File: src/hw/rtl/kwslm_pkg.sv
`timescale 1ns / 1ps
// Shared types, protocol bytes and sizes for the serial link master.
// Used by kwslm_ctl, kwslm_dp and kw_serial_link_master; depends on nothing.
package kwslm_pkg;

    localparam int MAX_PAYLOAD = 8;
    localparam int CNT_W       = $clog2(MAX_PAYLOAD + 1);
    localparam int IDX_W       = (MAX_PAYLOAD > 1) ? $clog2(MAX_PAYLOAD) : 1;
    localparam int POS_W       = $clog2(MAX_PAYLOAD + 5);
    localparam int CFG_IDX_W   = 2;
    localparam int CFG_W       = 16;

    localparam int POS_START   = 0;
    localparam int POS_CMD     = 1;
    localparam int POS_ADDR_HI = 2;
    localparam int POS_ADDR_LO = 3;
    localparam int POS_LEN     = 4;

    localparam logic [7:0] SYNC_BYTE  = 8'h05;
    localparam logic [7:0] RESET_BYTE = 8'h04;
    localparam logic [7:0] START_BYTE = 8'h01;
    localparam logic [7:0] CMD_READ   = 8'hF7;
    localparam logic [7:0] CMD_WRITE  = 8'hF4;

    localparam logic [CFG_W-1:0] INIT_RETRY_RST     = 16'd1000;
    localparam logic [CFG_W-1:0] FAST_WINDOW_RST    = 16'd10;
    localparam logic [CFG_W-1:0] IDLE_TIMEOUT_RST   = 16'd5000;
    localparam logic [CFG_W-1:0] ANSWER_TIMEOUT_RST = 16'd1000;

    typedef enum logic [1:0] {
        ACT_TICK   = 2'd0,
        ACT_BYTE   = 2'd1,
        ACT_HEADER = 2'd2,
        ACT_DATA   = 2'd3
    } action_t;

    typedef enum logic [1:0] {
        KIND_TX     = 2'd0,
        KIND_ANSWER = 2'd1,
        KIND_ERROR  = 2'd2
    } kind_t;

    typedef enum logic [CFG_IDX_W-1:0] {
        CFG_INIT_RETRY     = 2'd0,
        CFG_FAST_WINDOW    = 2'd1,
        CFG_IDLE_TIMEOUT   = 2'd2,
        CFG_ANSWER_TIMEOUT = 2'd3
    } cfg_index_t;

    typedef enum logic [1:0] {
        EM_FRAME  = 2'd0,
        EM_ANSWER = 2'd1,
        EM_RETRY  = 2'd2,
        EM_ERROR  = 2'd3
    } emit_t;

    typedef struct packed {
        action_t     action;
        logic [7:0]  rx_byte;
        logic [15:0] req_address;
        logic [3:0]  req_length;
        logic        req_write;
        logic [7:0]  req_data;
    } in_t;

    typedef struct packed {
        kind_t      kind;
        logic [7:0] value;
        logic       last;
    } out_t;

    typedef struct packed {
        logic  capture;
        logic  load_header;
        logic  store_payload;
        logic  store_answer;
        logic  clear_elapsed;
        logic  retire;
        logic  start_emit;
        emit_t mode;
        logic  with_sync;
        logic  advance;
    } cmd_t;

    typedef struct packed {
        action_t action;
        logic    is_sync;
        logic    req_ready;
        logic    payload_ok;
        logic    answer_room;
        logic    answer_done;
        logic    fast_ok;
        logic    idle_expired;
        logic    answer_expired;
        logic    retry_expired;
        logic    emit_last;
    } stat_t;

endpackage

File: src/hw/rtl/kw_serial_link_master.sv
`timescale 1ns / 1ps
// Top level of the serial link master: controller plus datapath.
// Depends on kwslm_pkg, kwslm_ctl and kwslm_dp.
//
// Input channel (in_valid/in_ready/in_data) carries one event per word: a
// millisecond tick, a received byte, a request header or one write byte.
// Output channel (out_valid/out_ready/out_data) returns the words each event
// causes: bytes to transmit, answer bytes for the host, or a timeout error;
// last marks the final word of one event. Events that cause nothing return
// no word.
// Timing: an event is taken in one cycle and evaluated in the next; its
// words then follow one per cycle from the sequencer while out_ready is
// high, with up to 13 result words for one event.
// One event is handled at a time; in_ready is low from acceptance until the
// last word has been taken.
// A stalled receiver holds the current word on out_data and stops the
// sequencer; nothing is dropped.
// Reset puts the link in init with the request slot empty and the timing
// registers at their defaults. The config port writes one register per
// cycle with cfg_we and takes effect at once; write only while idle.
module kw_serial_link_master (
    input  logic                                clk,
    input  logic                                rst_n,
    input  logic                                in_valid,
    output logic                                in_ready,
    input  kwslm_pkg::in_t                      in_data,
    output logic                                out_valid,
    input  logic                                out_ready,
    output kwslm_pkg::out_t                     out_data,
    input  logic                                cfg_we,
    input  logic [kwslm_pkg::CFG_IDX_W-1:0]     cfg_index,
    input  logic [kwslm_pkg::CFG_W-1:0]         cfg_wdata
);

    kwslm_pkg::cmd_t  cmd;
    kwslm_pkg::stat_t stat;

    kwslm_ctl u_ctl (
        .clk       (clk),
        .rst_n     (rst_n),
        .in_valid  (in_valid),
        .in_ready  (in_ready),
        .out_valid (out_valid),
        .out_ready (out_ready),
        .stat      (stat),
        .cmd       (cmd)
    );

    kwslm_dp u_dp (
        .clk       (clk),
        .rst_n     (rst_n),
        .in_data   (in_data),
        .cfg_we    (cfg_we),
        .cfg_index (cfg_index),
        .cfg_wdata (cfg_wdata),
        .cmd       (cmd),
        .stat      (stat),
        .out_data  (out_data)
    );

    a_no_overlap: assert property (@(posedge clk) disable iff (!rst_n)
        !(in_ready && out_valid))
        else $error("input taken while words are pending");

    a_one_at_a_time: assert property (@(posedge clk) disable iff (!rst_n)
        (in_valid && in_ready) |=> !in_ready)
        else $error("second word taken before evaluation");

    a_error_word: assert property (@(posedge clk) disable iff (!rst_n)
        (out_valid && out_data.kind == kwslm_pkg::KIND_ERROR) |->
        (out_data.last && out_data.value == 8'd0))
        else $error("timeout error word malformed");

    a_emit_from_eval: assert property (@(posedge clk) disable iff (!rst_n)
        $rose(out_valid) |-> $past(!in_ready && !out_valid))
        else $error("words started without an evaluated event");

endmodule

File: src/hw/rtl/kwslm_dp.sv
`timescale 1ns / 1ps
// Datapath of the serial link master: config, timer, request slot, stores, word generator.
// Depends on kwslm_pkg; driven by commands from kwslm_ctl.
module kwslm_dp (
    input  logic                                 clk,
    input  logic                                 rst_n,
    input  kwslm_pkg::in_t                       in_data,
    input  logic                                 cfg_we,
    input  logic [kwslm_pkg::CFG_IDX_W-1:0]      cfg_index,
    input  logic [kwslm_pkg::CFG_W-1:0]          cfg_wdata,
    input  kwslm_pkg::cmd_t                      cmd,
    output kwslm_pkg::stat_t                     stat,
    output kwslm_pkg::out_t                      out_data
);

    localparam int CNT_W = kwslm_pkg::CNT_W;
    localparam int IDX_W = kwslm_pkg::IDX_W;
    localparam int POS_W = kwslm_pkg::POS_W;

    logic [15:0]         retry_reg;
    logic [15:0]         fast_reg;
    logic [15:0]         idle_to_reg;
    logic [15:0]         ans_to_reg;
    logic [15:0]         elapsed_reg;
    kwslm_pkg::in_t      item_reg;
    logic                pending_reg;
    logic [15:0]         addr_reg;
    logic [CNT_W-1:0]    len_reg;
    logic                write_reg;
    logic [CNT_W-1:0]    fill_reg;
    logic [CNT_W-1:0]    ans_cnt_reg;
    logic [CNT_W-1:0]    exp_reg;
    logic [7:0]          payload_reg [kwslm_pkg::MAX_PAYLOAD];
    logic [7:0]          answer_reg [kwslm_pkg::MAX_PAYLOAD];
    kwslm_pkg::emit_t    mode_reg;
    logic [POS_W-1:0]    pos_reg;

    logic [CNT_W-1:0]    hdr_len;
    logic [POS_W-1:0]    frame_end;
    logic [POS_W-1:0]    pay_pos;
    logic [IDX_W-1:0]    pay_idx;
    logic [IDX_W-1:0]    ans_idx;
    logic [CNT_W:0]      ans_cnt_inc;
    logic [7:0]          frame_value;
    logic                emit_last;

    always_comb
    begin
        if (item_reg.req_length == 4'd0)
        begin
            hdr_len = CNT_W'(1);
        end
        else if (int'(item_reg.req_length) > kwslm_pkg::MAX_PAYLOAD)
        begin
            hdr_len = CNT_W'(kwslm_pkg::MAX_PAYLOAD);
        end
        else
        begin
            hdr_len = CNT_W'(item_reg.req_length);
        end
    end

    assign ans_cnt_inc = {1'b0, ans_cnt_reg} + (CNT_W + 1)'(1);

    always_comb
    begin
        stat.action         = item_reg.action;
        stat.is_sync        = (item_reg.rx_byte == kwslm_pkg::SYNC_BYTE);
        stat.req_ready      = pending_reg && (!write_reg || (fill_reg >= len_reg));
        stat.payload_ok     = pending_reg && write_reg && (fill_reg < len_reg);
        stat.answer_room    = (ans_cnt_reg < exp_reg);
        stat.answer_done    = stat.answer_room ? (ans_cnt_inc >= {1'b0, exp_reg})
                                               : (ans_cnt_reg >= exp_reg);
        stat.fast_ok        = (elapsed_reg < fast_reg);
        stat.idle_expired   = (elapsed_reg > idle_to_reg);
        stat.answer_expired = (elapsed_reg > ans_to_reg);
        stat.retry_expired  = (elapsed_reg > retry_reg);
        stat.emit_last      = emit_last;
    end

    assign frame_end = write_reg ? (POS_W'(kwslm_pkg::POS_LEN) + POS_W'(len_reg))
                                 : POS_W'(kwslm_pkg::POS_LEN);
    assign pay_pos   = pos_reg - POS_W'(kwslm_pkg::POS_LEN + 1);
    assign pay_idx   = pay_pos[IDX_W-1:0];
    assign ans_idx   = pos_reg[IDX_W-1:0];

    always_comb
    begin
        case (pos_reg)
            POS_W'(kwslm_pkg::POS_START):   frame_value = kwslm_pkg::START_BYTE;
            POS_W'(kwslm_pkg::POS_CMD):     frame_value = write_reg ? kwslm_pkg::CMD_WRITE
                                                                    : kwslm_pkg::CMD_READ;
            POS_W'(kwslm_pkg::POS_ADDR_HI): frame_value = addr_reg[15:8];
            POS_W'(kwslm_pkg::POS_ADDR_LO): frame_value = addr_reg[7:0];
            POS_W'(kwslm_pkg::POS_LEN):     frame_value = 8'(len_reg);
            default:                        frame_value = payload_reg[pay_idx];
        endcase
    end

    always_comb
    begin
        unique case (mode_reg)
            kwslm_pkg::EM_FRAME:
            begin
                out_data.kind  = kwslm_pkg::KIND_TX;
                out_data.value = frame_value;
                emit_last      = (pos_reg == frame_end);
            end
            kwslm_pkg::EM_ANSWER:
            begin
                out_data.kind  = kwslm_pkg::KIND_ANSWER;
                out_data.value = write_reg ? payload_reg[ans_idx] : answer_reg[ans_idx];
                emit_last      = (pos_reg == (POS_W'(len_reg) - POS_W'(1)));
            end
            kwslm_pkg::EM_RETRY:
            begin
                out_data.kind  = kwslm_pkg::KIND_TX;
                out_data.value = kwslm_pkg::RESET_BYTE;
                emit_last      = 1'b1;
            end
            default:
            begin
                out_data.kind  = kwslm_pkg::KIND_ERROR;
                out_data.value = 8'd0;
                emit_last      = 1'b1;
            end
        endcase
        out_data.last = emit_last;
    end

    always_ff @(posedge clk or negedge rst_n)
    begin
        if (!rst_n)
        begin
            retry_reg   <= kwslm_pkg::INIT_RETRY_RST;
            fast_reg    <= kwslm_pkg::FAST_WINDOW_RST;
            idle_to_reg <= kwslm_pkg::IDLE_TIMEOUT_RST;
            ans_to_reg  <= kwslm_pkg::ANSWER_TIMEOUT_RST;
            elapsed_reg <= '0;
            pending_reg <= 1'b0;
            addr_reg    <= '0;
            len_reg     <= '0;
            write_reg   <= 1'b0;
            fill_reg    <= '0;
            ans_cnt_reg <= '0;
            exp_reg     <= '0;
            mode_reg    <= kwslm_pkg::EM_FRAME;
            pos_reg     <= '0;
        end
        else
        begin
            if (cfg_we)
            begin
                unique case (cfg_index)
                    kwslm_pkg::CFG_INIT_RETRY:     retry_reg   <= cfg_wdata;
                    kwslm_pkg::CFG_FAST_WINDOW:    fast_reg    <= cfg_wdata;
                    kwslm_pkg::CFG_IDLE_TIMEOUT:   idle_to_reg <= cfg_wdata;
                    kwslm_pkg::CFG_ANSWER_TIMEOUT: ans_to_reg  <= cfg_wdata;
                    default:                       retry_reg   <= retry_reg;
                endcase
            end

            if (cmd.capture && (in_data.action == kwslm_pkg::ACT_TICK) &&
                (elapsed_reg != 16'hFFFF))
            begin
                elapsed_reg <= elapsed_reg + 16'd1;
            end
            else if (cmd.clear_elapsed)
            begin
                elapsed_reg <= '0;
            end

            if (cmd.load_header)
            begin
                pending_reg <= 1'b1;
                addr_reg    <= item_reg.req_address;
                len_reg     <= hdr_len;
                write_reg   <= item_reg.req_write;
                fill_reg    <= '0;
            end
            else if (cmd.store_payload)
            begin
                fill_reg <= fill_reg + CNT_W'(1);
            end
            else if (cmd.retire)
            begin
                pending_reg <= 1'b0;
                fill_reg    <= '0;
            end

            if (cmd.store_answer)
            begin
                ans_cnt_reg <= ans_cnt_inc[CNT_W-1:0];
            end
            else if (cmd.start_emit &&
                     (cmd.mode == kwslm_pkg::EM_FRAME || cmd.mode == kwslm_pkg::EM_ERROR))
            begin
                ans_cnt_reg <= '0;
            end

            if (cmd.start_emit && (cmd.mode == kwslm_pkg::EM_FRAME))
            begin
                exp_reg <= write_reg ? CNT_W'(1) : len_reg;
            end

            if (cmd.start_emit)
            begin
                mode_reg <= cmd.mode;
                pos_reg  <= ((cmd.mode == kwslm_pkg::EM_FRAME) && !cmd.with_sync)
                            ? POS_W'(kwslm_pkg::POS_CMD) : POS_W'(kwslm_pkg::POS_START);
            end
            else if (cmd.advance)
            begin
                pos_reg <= pos_reg + POS_W'(1);
            end
        end
    end

    always_ff @(posedge clk)
    begin
        if (cmd.capture)
        begin
            item_reg <= in_data;
        end
        if (cmd.store_payload)
        begin
            payload_reg[fill_reg[IDX_W-1:0]] <= item_reg.req_data;
        end
        if (cmd.store_answer)
        begin
            answer_reg[ans_cnt_reg[IDX_W-1:0]] <= item_reg.rx_byte;
        end
    end

endmodule

File: src/hw/rtl/kwslm_ctl.sv
`timescale 1ns / 1ps
// Controller of the serial link master: link phase and word sequencing.
// Depends on kwslm_pkg; commands kwslm_dp and reads its status.
module kwslm_ctl (
    input  logic               clk,
    input  logic               rst_n,
    input  logic               in_valid,
    output logic               in_ready,
    output logic               out_valid,
    input  logic               out_ready,
    input  kwslm_pkg::stat_t   stat,
    output kwslm_pkg::cmd_t    cmd
);

    typedef enum logic [1:0] {
        PH_INIT = 2'd0,
        PH_IDLE = 2'd1,
        PH_RECV = 2'd2
    } phase_t;

    typedef enum logic [1:0] {
        ST_READY = 2'd0,
        ST_EVAL  = 2'd1,
        ST_EMIT  = 2'd2
    } state_t;

    phase_t phase_reg;
    phase_t phase_next;
    state_t state_reg;
    state_t state_next;

    assign in_ready  = (state_reg == ST_READY);
    assign out_valid = (state_reg == ST_EMIT);

    always_comb
    begin
        cmd        = '0;
        phase_next = phase_reg;
        state_next = state_reg;
        unique case (state_reg)
            ST_READY:
            begin
                if (in_valid)
                begin
                    cmd.capture = 1'b1;
                    state_next  = ST_EVAL;
                end
            end
            ST_EVAL:
            begin
                state_next = ST_READY;
                unique case (stat.action)
                    kwslm_pkg::ACT_TICK:
                    begin
                        unique case (phase_reg)
                            PH_IDLE:
                            begin
                                if (stat.req_ready && stat.fast_ok)
                                begin
                                    cmd.start_emit    = 1'b1;
                                    cmd.mode          = kwslm_pkg::EM_FRAME;
                                    cmd.clear_elapsed = 1'b1;
                                    phase_next        = PH_RECV;
                                    state_next        = ST_EMIT;
                                end
                                else if (stat.idle_expired)
                                begin
                                    phase_next = PH_INIT;
                                end
                            end
                            PH_RECV:
                            begin
                                if (stat.answer_expired)
                                begin
                                    cmd.start_emit = 1'b1;
                                    cmd.mode       = kwslm_pkg::EM_ERROR;
                                    cmd.retire     = 1'b1;
                                    phase_next     = PH_INIT;
                                    state_next     = ST_EMIT;
                                end
                            end
                            default:
                            begin
                                phase_next = PH_INIT;
                                if (stat.retry_expired)
                                begin
                                    cmd.start_emit    = 1'b1;
                                    cmd.mode          = kwslm_pkg::EM_RETRY;
                                    cmd.clear_elapsed = 1'b1;
                                    state_next        = ST_EMIT;
                                end
                            end
                        endcase
                    end
                    kwslm_pkg::ACT_BYTE:
                    begin
                        if (phase_reg == PH_RECV)
                        begin
                            cmd.store_answer = stat.answer_room;
                            if (stat.answer_done)
                            begin
                                cmd.start_emit    = 1'b1;
                                cmd.mode          = kwslm_pkg::EM_ANSWER;
                                cmd.clear_elapsed = 1'b1;
                                cmd.retire        = 1'b1;
                                phase_next        = PH_IDLE;
                                state_next        = ST_EMIT;
                            end
                        end
                        else
                        begin
                            if (phase_reg != PH_IDLE)
                            begin
                                phase_next = PH_INIT;
                            end
                            if (stat.is_sync)
                            begin
                                cmd.clear_elapsed = 1'b1;
                                phase_next        = PH_IDLE;
                                if (stat.req_ready)
                                begin
                                    cmd.start_emit = 1'b1;
                                    cmd.mode       = kwslm_pkg::EM_FRAME;
                                    cmd.with_sync  = 1'b1;
                                    phase_next     = PH_RECV;
                                    state_next     = ST_EMIT;
                                end
                            end
                        end
                    end
                    kwslm_pkg::ACT_HEADER:
                    begin
                        cmd.load_header = (phase_reg != PH_RECV);
                    end
                    default:
                    begin
                        cmd.store_payload = (phase_reg != PH_RECV) && stat.payload_ok;
                    end
                endcase
            end
            ST_EMIT:
            begin
                if (out_ready)
                begin
                    cmd.advance = 1'b1;
                    if (stat.emit_last)
                    begin
                        state_next = ST_READY;
                    end
                end
            end
            default:
            begin
                state_next = ST_READY;
            end
        endcase
    end

    always_ff @(posedge clk or negedge rst_n)
    begin
        if (!rst_n)
        begin
            phase_reg <= PH_INIT;
            state_reg <= ST_READY;
        end
        else
        begin
            phase_reg <= phase_next;
            state_reg <= state_next;
        end
    end

endmodule

File: config.mk
export PLATFORM = sky130hd
export DESIGN_NAME = kw_serial_link_master
export DESIGN_NICKNAME = d
export VERILOG_FILES = /design/src/hw/rtl/kwslm_pkg.sv /design/src/hw/rtl/kw_serial_link_master.sv /design/src/hw/rtl/kwslm_dp.sv /design/src/hw/rtl/kwslm_ctl.sv
export SDC_FILE = /design/constraint.sdc
export NUM_CORES = 1
export LEC_CHECK = 0
export BUFFER_PORTS_ARGS = -buffer_cell sky130_fd_sc_hd__buf_2
export CORE_MARGIN = 4
export CORE_UTILIZATION = 62
export DETAILED_ROUTE_END_ITERATION = 10
export PLACE_DENSITY_LB_ADDON = 0.25
export SYNTH_ARGS = -nofsm -noshare
export SYNTH_HDL_FRONTEND = slang
export SYNTH_HIERARCHICAL = 1
export SYNTH_SLANG_ARGS = --single-unit
File: constraint.sdc
create_clock -name clk -period 4.1 [get_ports clk]
set_input_delay 0.205 -clock clk [delete_from_list [all_inputs] [get_ports clk]]
set_output_delay 0.205 -clock clk [all_outputs]
set_load 0.05 [all_outputs]
==> summary.md <==
| Metric | Value |
|---|---|
| Status | completed |
| Fin Hold WS | 157 ps |
| Clock sink total | 291 |
| Initial core utilization | 63.7% |
| Worst-Margin Slew | 1130 ps |
| Kind of end point of the critical path | primary output |
| Count leader, synth | edfxtp_1 |
| Worst-path cell chain | buf_4 -> mux4_1 -> mux4_2 -> a22o_1 -> buf_2 |
| Avg Inst Size Synth | 13.2 um2 |
| Slowest cell on the critical path | dfrtp_4 |
| Maximum resistive drop on vdd | 482 uV |
| Minimum clock period | 3780 ps |
| Die X | 161 um |
| Yosys top cell by area | edfxtp_1 |
| Psw | 0.00191 W |
| Core outline area | 22900 um2 |
| Arrival @ worst endpoint | 3570 ps |
| Antenna violations before repair | 2 |
| Largest net degree at the start of global routing | 46 |
| Area contributors post-synth | edfxtp_1, dfrtp_1, ha_1 |
| Via count | 9829 |
| WS Path Type | flip-flop to primary output |
| Placement row count | 55 |
| DRT iter0 DRCs | 946 |
| First-pass GRT wire length | 53700 um |
| Post-Route WL | 33300 um |
| Clock Power Share | 36.9% |
| Ys Warns | 6 |
| Clk slew on worst S/H paths | 60 ps |
| Final nets | 1406 |
| CP top delay family | multiplexers |
| Slowest stage delay, CP | 740 ps |
| Leak | 6.97 nW |
| Setup_tns | 0 ps |
| # DRC | 0 |
| CTS tree | built |
| Final Max Slew Viols | 0 |
| GR Overflow Total | 0 |
| RSZ-0062 raised after global routing | false |
| Root Buffer | clkbuf_16 |
| Crit path launch | u_dp/pos_reg[0] |
| Worst path depth | 5 |
| Ys async rst share | 42.6% |
| N_diodes | 0 |
| Period utilisation layout | 92.2% |
| Fmax | 265 MHz |
| CP Launch Type | flip-flop |
| Fin. Hold Viols | 0 |
| R2r setup slk | 460 ps |
| CP required | 3890 ps |
| Post-synth top area share | 34.3% |
| R2R cell count | 12 |
| Vias in the first global route | 9929 |
| Sw Share | 26.1% |
| Half-perimeter wire length after placement | 22500 um |
| Clock tree buffer depth | 3 |
| Combinational share of power | 15.4% |
| Max-cap violations | 0 |
| Vias per cell | 6.17 |
| Worst setup path endpoint | out_data[1] |
| # port buffers | 74 |
| Later-pin clock latency in the skew report | 560 ps |
| Slew margin rel. | 24.9% |
| Register share of total power | 47.7% |
| WL/cell | 20.9 um |
| RR Startpoint | u_dp/fast_reg[1] |
| Syn Std Cell Area | 14600 um2 |
| Critical path buffers and inverters | 2 |
| Total global routing track utilization | 25.9% |
| FF-to-FF End | u_dp/exp_reg[1] |
| Post-synthesis sequential area ratio | 55.7% |
| Layout cells sized above 1 | 22.9% |
| Syn nets | 1259 |
| Chip height | 161 um |
| DRT antenna net count | 0 |
| Placer congestion estimate | 0.912 |
| Post-Syn Instances | 1109 |
| Min-Delay Path Class | primary input to async pin |
| Finish-stage setup viols | 0 |
| Critical Path Fanout Max | 33 |
| Post-synthesis cell type count | 68 |
| Setup Fix Bufs, Post-CTS | 0 |
| Yosys reg bits | 291 |
| Area Overhead vs Synth | 15.9% |
| Die ar. | 26100 um2 |
| Post-synth EDFFs | 167 |
| Pwr/cell area | 433 nW/um2 |
| CTS H-Tree Depth | 1 |
| Drt pass-1 iters | 5 |
| Internal power | 0.00542 W |
| Clock Skew | 13.7 ps |
| Ys flop type | edfxtp_1 |
| Cts bufs inserted | 31 |
| Commonest cells in the netlist | edfxtp_1, dfrtp_1, ha_1 |
| # IOs | 75 |
## kinds of logic (layout without fill, tap and decap cells)
group,count (synthesis),after routing,share of synthesized area [%]
adders and majority gates,88,88,7.54
AOI/OAI and AO/OA,185,185,8.12
buffers and inverters,131,301,3.85
xor gates and xnor gates,16,16,0.959
and+or+nand+nor,257,257,8.94
muxes,141,141,14.8
DFF,291,291,55.7
## per-layer routing
layer / part of all wire (%) / GRT usage [%] / up-vias / routed length (um)
met3: 7.9 / 5.51 / 64 / 2640
met2: 47 / 40.7 / 421 / 15500
met4: 2.2 / 5.62 / 4 / 745
met1: 43 / 38.0 / 4870 / 14400
li1: - / - / 4470 / -
met5: 0.045 / 0 / - / 15
## cell type report
| class | instances | area (um2) |
|---|---|---|
| Sequential cell | 291 | 8150 |
| Fill cell | 1459 | 5990 |
| Multi-Input combinational cell | 687 | 5920 |
| Timing Repair Buffer | 161 | 1170 |
| Clock buffer | 33 | 783 |
| Tap cell | 313 | 392 |
| Inverter | 84 | 315 |
| Clock inverter | 23 | 206 |
## power groups by stage
stage	clock [W]	combinational [W]	sequential (W)
2_1_floorplan	0	0.000801	0.00349
3_3_place_gp	0	0.00103	0.00354
3_5_place_dp	0	0.00107	0.00356
4_1_cts	0.00275	0.00112	0.00350
5_1_grt	0.00290	0.00125	0.00353
6_report	0.00271	0.00113	0.00350
## worst min path at each step
| stage | cells past startpoint | start | endpoint |
|---|---|---|---|
| finish | 2 | rst_n | u_dp/ans_to_reg[14] |
| global route | 2 | rst_n | u_dp/ans_to_reg[14] |
| CTS | 2 | rst_n | u_dp/ans_to_reg[14] |
| detailed placement | 1 | rst_n | u_dp/ans_to_reg[14] |
| global placement | 1 | rst_n | u_dp/ans_to_reg[14] |
| floorplan | 0 | rst_n | u_ctl/phase_reg[0] |
## repair_timing
| action | in CTS | in global routing |
|---|---|---|
| resized for setup | 0 | 2 |
| endpoints found under the setup margin | 0 | 6 |
| hold buffers | 58 | 0 |
| hold endpoints to repair | 141 | 0 |
## layout by cell type, fill, tap and decap left out, types with 30 or more instances in the layout
cell	netlist	routed
ha_1	88	88
o21ai_0	46	46
buf_2	7	73
buf_4	8	30
edfxtp_1	167	167
dfrtp_1	105	104
nand2_1	64	64
a21oi_1	48	48
mux4_2	40	40
clkbuf_16	0	31
nor2_1	53	53
dlygate4sd3_1	0	58
mux2_2	73	73
inv_1	84	84
## per-stage QoR
stage	power [W]	instance area, um2	utilization [%]	setup slack, ps	instances
6_report	0.00734	16900	73.9	322	1592
5_1_grt	0.00768	16900	73.9	102	1592
4_1_cts	0.00737	16900	73.8	227	1592
3_5_place_dp	0.00462	15400	67.0	278	1478
3_3_place_gp	0.00458	15400	67.0	382	1478
2_1_floorplan	0.00429	14600	-	542	1109
No activity file was read; power rests on OpenSTA's default activity.
